**src/rau_pkg.sv**
```systemverilog
// shared types, operation codes and status codes for the rational arithmetic unit
`default_nettype none
package rau_pkg;
   localparam int WordBitsDefault = 32;
   localparam int WideBits = 64;

   typedef enum logic [2:0] {
      OP_NORM = 3'd0,
      OP_ADD  = 3'd1,
      OP_SUB  = 3'd2,
      OP_MUL  = 3'd3,
      OP_DIV  = 3'd4,
      OP_CMP  = 3'd5,
      OP_SPLIT = 3'd6,
      OP_NONE = 3'd7
   } op_type;

   typedef enum logic [1:0] {
      ST_OK   = 2'd0,
      ST_ZERO = 2'd1,
      ST_OVF  = 2'd2
   } status_type;

   typedef enum logic [3:0] {
      S_IDLE,
      S_MUL1,
      S_MUL2,
      S_COMBINE,
      S_GCD,
      S_DIVIDE,
      S_SPLIT,
      S_CHECK,
      S_DONE
   } state_type;
endpackage
`default_nettype wire

```
**src/rau_div.sv**
```systemverilog
// restoring divider for 64-bit magnitudes, one quotient bit per cycle
`default_nettype none
module rau_div (
   input  wire logic                          clock,
   input  wire logic                          reset,
   input  wire logic                          start,
   input  wire logic [rau_pkg::WideBits-1:0]  dividend,
   input  wire logic [rau_pkg::WideBits-1:0]  divisor,
   output logic                               done,
   output logic [rau_pkg::WideBits-1:0]       quotient,
   output logic [rau_pkg::WideBits-1:0]       remainder
);
   import rau_pkg::*;

   logic [WideBits-1:0] q_ff, q_in, r_ff, r_in, d_ff, d_in;
   logic [6:0] count_ff, count_in;
   logic busy_ff, busy_in;
   logic [WideBits:0] trial;

   // shift in one dividend bit and try a subtract
   always_comb begin
      q_in = q_ff;
      r_in = r_ff;
      d_in = d_ff;
      count_in = count_ff;
      busy_in = busy_ff;
      trial = {r_ff, q_ff[WideBits-1]} - {1'b0, d_ff};
      if (start) begin
         q_in = dividend;
         r_in = '0;
         d_in = divisor;
         count_in = 7'(WideBits);
         busy_in = 1'b1;
      end else if (busy_ff && count_ff != '0) begin
         count_in = count_ff - 7'd1;
         if (!trial[WideBits]) begin
            r_in = trial[WideBits-1:0];
            q_in = {q_ff[WideBits-2:0], 1'b1};
         end else begin
            r_in = {r_ff[WideBits-2:0], q_ff[WideBits-1]};
            q_in = {q_ff[WideBits-2:0], 1'b0};
         end
      end else if (busy_ff) begin
         busy_in = 1'b0;
      end
   end

   always_ff @(posedge clock) begin
      if (reset) begin
         busy_ff <= 1'b0;
      end else begin
         busy_ff <= busy_in;
      end
      q_ff <= q_in;
      r_ff <= r_in;
      d_ff <= d_in;
      count_ff <= count_in;
   end

   assign done = busy_ff && count_ff == '0;
   assign quotient = q_ff;
   assign remainder = r_ff;
endmodule
`default_nettype wire

```
**config.mk**
```make
export PLATFORM = sky130hd
export DESIGN_NAME = rau_div
export DESIGN_NICKNAME = d
export VERILOG_FILES = /design/src/rau_pkg.sv /design/src/rau_div.sv
export SDC_FILE = /design/constraint.sdc
export NUM_CORES = 1
export LEC_CHECK = 0
export BUFFER_PORTS_ARGS = -buffer_cell sky130_fd_sc_hd__buf_2
export CORE_UTILIZATION = 48
export CTS_CLUSTER_DIAMETER = 100
export DETAILED_ROUTE_END_ITERATION = 8
export GPL_TIMING_DRIVEN = 1
export MAX_ROUTING_LAYER = met4
export PLACE_DENSITY = 0.77
export SKIP_LAST_GASP = 1
export SYNTH_ARGS = -nofsm -noshare
export SYNTH_HDL_FRONTEND = slang
export SYNTH_SLANG_ARGS = --single-unit
```
**constraint.sdc**
```tcl
create_clock -name clock -period 3.4 [get_ports clock]
set_input_delay 0 -clock clock [delete_from_list [all_inputs] [get_ports clock]]
set_output_delay 0 -clock clock [all_outputs]
set_load 0.01 [all_outputs]
```
* After elaboration in Yosys (flattened, before gate mapping)
Cells that the tools add are included.
Storage, ports and cells: bits in registers 200, bits of input ports 131, output and inout bits 129, word-level logic and storage cells 19
Operators by class: add/sub/neg operators 2, equal/unequal tests 1, mux-type cells 6, reduce and logical (&&, ||, !) cells 5
Operators by type and width (count):
- two-way mux 64 bit | 3
- subtractor 65 x 64 -> 65 bit | 1
- logical NOT 7 bit | 1
- nonzero test 7 bit | 1
- subtractor 7 x 1 -> 7 bit, second input constant | 1
- two-way mux 1 bit | 3
- logical AND 1 bit | 2
- != test 2 bit, second input constant | 1
- nonzero test 2 bit | 1

* Logic depth before layout (Yosys ltp)
depth after elaboration 4, depth in mapped cells 16

* Worst setup path before layout
Ideal clock, no wire load.
path type flip-flop to flip-flop, start register q_ff[63] (netlist: quotient[63]), end register q_ff[0] (netlist: quotient[0]), data pin, setup time 0.272 ns, arrival time 2.909 ns, data required time 3.128 ns, slack 0.220 ns, cell stages (with the launch flop) 15, path buffers 2, cells stage by stage edfxtp_1 -> inv_1 -> ha_1 -> fa_1 -> nand2b_1 -> a21oi_1 -> o21ai_0 -> a211oi_2 -> o2111ai_2 -> a21oi_2 -> o21ai_2 -> xor2_2 -> buf_6 -> buf_2 -> o21ai_0
Between the ends: cells in the longest elaborated chain, start to end 4
Ends and longest elaborated chain:
- start, declared | line rau_div.sv:15 | logic [WideBits-1:0] q_ff, q_in, r_ff, r_in, d_ff, d_in;
- start signal, assigned | line rau_div.sv:54 | q_ff <= q_in;
- subtractor 65 x 64 -> 65 bit | line rau_div.sv:27 | trial = {r_ff, q_ff[WideBits-1]} - {1'b0, d_ff};
- two-way mux 1 bit | line rau_div.sv:36 | if (!trial[WideBits]) begin
- two-way mux 64 bit | line rau_div.sv:34 | end else if (busy_ff && count_ff != '0) begin
- two-way mux 64 bit | line rau_div.sv:28 | if (start) begin
- named net q_in[0] | line rau_div.sv:15
The timed path passes the listed nets, and every way through them passes these cells. The select of a mux whose other input is x is not followed. A chain may end at the register's enable or synchronous reset.

* Final worst setup path
start register r_ff[16] (netlist: remainder[16]), end register r_ff[30] (netlist: remainder[30])
Between the ends: cells in the longest elaborated chain, start to end 2
Ends and longest elaborated chain:
- start, declared | line rau_div.sv:15
- start signal, assigned | line rau_div.sv:55 | r_ff <= r_in;
- subtractor 65 x 64 -> 65 bit | line rau_div.sv:27
- two-way mux 64 bit | line rau_div.sv:36
Every way passes these cells.

==> results by group <==
Finish
  • Commonest cells after routing, fill and taps aside: buf_2 (258), a21oi_1 (159), dlygate4sd3_1 (130)
  • Layout net count: between 1500 and 2000
  • Commonest non-fill, non-tap cell in the layout: buf_2
  • Fin area: approximately 16000 um2
  • Area growth from synthesis to layout: 36.0%
  • Layout cell share with drive strength beyond 1: 0.293
  • Filler Cells Inserted: ~1800
  • Final core occ: 0.671

Timing
  • Fin worst setup slack: around 0.052 ns
  • Fmax: 299 MHz
  • Pins Over Slew Limit: 0
  • Least-Margin Pin Slew: 1.06 ns
  • Final setup viols: 0
  • Max-slew headroom: 0.290
  • Clock Skew: between 0.02 and 0.025 ns
  • Final hold vios: 0
  • Hold slack: around 0.26 ns
  • Crit path time final: roughly 3.3 ns
  • Final worst-path cycle share: 0.985
  • RSZ-0062 raised after global routing: yes

Critical path
  • CP Class: flop to flop
  • Critical path arrival: around 3.6 ns
  • Worst path required time: 3.67 ns
  • Crit end category: flop
  • CP Max Fanout: 33
  • Startpoint types: flop

Placement
  • Detailed Place HPWL: roughly 23000 um
  • Port Buffer Count: about 260
  • Placement Setup Slack: -0.112 ns
  • Routability Congestion: 0.946
  • Dpl cell area: between 10000 and 15000 um2

Logic synthesis
  • Post-synth EDFFs: 128
  • Cell Area, Synth: between 10000 and 15000 um2
  • Syn_area_per_cell: between 9 and 10 um2
  • Post-Syn Nets: approximately 1400
  • Mapped Cells: 1197
  • Asr flop ratio synth: 0
  • Sequential cell area fraction in the yosys report: 0.454
  • Netlist cell types: a little over 70
  • Post-synthesis register bit count: 200
  • Post-synth top flop: edfxtp_1
  • Synthesis Warnings: 0

Routing
  • Iter 0 DRT Violations: 711
  • DR vias/cell: ~5.6
  • Via count: 10755
  • Average wire per standard cell: ~18 um
  • DRT antenna net count: 0
  • Post-route DRC: 0
  • 1st-pass router iterations: 5
  • Final wirelength: 33900 um

CTS
  • Clk sink count: 200
  • Clock buffer count from CTS: 17
  • Clk buf depth: 2
  • CTS tree: yes
  • Clk pin slew, worst setup/hold paths: ~0.090 ns
  • Number of H-tree levels: 4
  • Clk Latency, worst-skew pair: approximately 0.45 ns
  • Root Buffer: clkbuf_16

Power and ir drop
  • LEAKAGE: slightly above 7 nW
  • Clock Power Share: 0.273
  • Cell area power density: 486 nW/um2
  • Register share of total power: 0.400
  • Net Switching: around 2.7 mW
  • P_int: slightly above 5 mW
  • Worst vdd ir: about 0.28 mV
  • Sw frac: 0.347
  • Combinational share of power: 0.327

Floorplan
  • Die area: 24900 um2
  • Height of the die: roughly 160 um
  • Starting Density: 0.493
  • I/O Pins: 260
  • Die W: 158 um
  • Core Region: roughly 24000 um2
  • Row count: 56

GRT
  • Grt ovf: 0
  • Antenna violations before repair: 1
  • Number of global-route vias before repair: 10449
  • Pin count of the biggest net entering global routing: 115
  • Global Route Usage Sum: 0.271
  • Global-route wire length before repair: roughly 50000 um

Flow run
  • Max Cap Viol: 0

Hold path
  • Hold/Removal Path Class: primary input to flop

Outcome
  • Status: finished, final reports clean
stage by stage:
| stage | setup TNS [ns] | cells | power (mW) |
|---|---|---|---|
| after floorplan | 0 | 1197 | 4.57 |
| after global routing | -0.840 | 1936 | 8.08 |
| after detailed placement | -1.82 | 1760 | 5.30 |
| after CTS | -0.0331 | 1924 | 7.53 |
| after global placement | 0 | 1760 | 5.26 |
| final | 0 | 1936 | 7.70 |
final cells by class:
class	count	area [um2]	share of cell area
clock inverters	15	193	0.0122
inverters	85	319	0.0201
diodes	1	2.50	0.000158
flip-flops and latches	200	5290	0.334
clock buffers	17	425	0.0269
well taps	319	399	0.0252
repair buffers	448	3180	0.201
multi-input cells	851	6030	0.381
power by group through the flow:
stage | clock network [mW] | registers [mW] | logic [mW]
after floorplan | 0 | 3.16 | 1.41
after global placement | 0 | 3.11 | 2.15
after detailed placement | 0 | 3.11 | 2.19
after CTS | 2.14 | 3.06 | 2.33
after global routing | 2.22 | 3.10 | 2.75
final | 2.10 | 3.08 | 2.52
registers in the layout (all words and copies together) (netlist names):
name / flops
busy_ff: 1
count_ff: 7
d_ff: 64
quotient: 64
remainder: 64
final timing paths:
| kind | from | slack [ns] | endpoint | cells past startpoint |
|---|---|---|---|---|
| setup / recovery | remainder[16] | 0.05 | remainder[30] | 14 |
| setup reg to reg | remainder[16] | 0.05 | remainder[30] | 14 |
| hold / removal | divisor[10] | 0.26 | d_ff[10] | 2 |
| hold reg to reg | count_ff[6] | 0.51 | count_ff[6] | 2 |
timing repair:
| item | in CTS | in global routing |
|---|---|---|
| gates cloned | 0 | 4 |
| setup endpoints to repair | 43 | 65 |
| hold buffers | 130 | 0 |
| endpoints found under the hold margin | 151 | 0 |
| resized for setup | 2 | 53 |
| pin swaps | 2 | 13 |
| buffers inserted | 2 | 8 |
critical path: stages, from the launching register on:
cell	delay, ns
dfxtp_1	0.36
ha_1	0.40
a211oi_1	0.24
nor2_1	0.12
o211ai_1	0.26
o211ai_1	0.29
o2111ai_4	0.29
a21oi_2	0.10
o21ai_2	0.21
xor2_4	0.24
buf_12	0.16
buf_16	0.17
nor2_1	0.06
a21oi_1	0.16
a21oi_1	0.11
Yosys cell counts (all sizes together), types with 6 or more instances:
library cell  count  area [um2]
a211oi           14         110
a21o             25         188
a21oi           168         856
and2              8        52.6
and3              8        50.1
buf              14        82.6
clkbuf           47         176
dfxtp            72        1440
edfxtp          128        3840
ha               66         826
inv              85         319
mux2             63         709
mux2i             7        70.1
nand2            68         255
nand2b           10        70.1
nand3            18        90.1
nand4            17         113
nor2             95         357
nor3             14        70.1
nor4              6        43.8
o211ai           13         103
o21a              6        45.0
o21ai           102         514
o21bai            8        60.1
xnor2            30         263
xor2             35         314
kinds of logic after synthesis:
logic type | share of synthesized area
AO/OA/AOI/OAI | 0.204
AND/OR/NAND/NOR | 0.103
flip-flops | 0.454
buffers and inverters | 0.0496
multiplexers | 0.0669
adder cells (fa/ha/maj) | 0.0726
XOR/XNOR | 0.0495
routing by layer:
layer | GRT usage | wire length (um) | part of all wire
met5 | - | 0 | 0
met4 | 0.0809 | 652 | 0.019
met3 | 0.0361 | 1870 | 0.055
met2 | 0.462 | 16800 | 0.50
met1 | 0.334 | 14600 | 0.43
(Power assumes the default switching activity.)
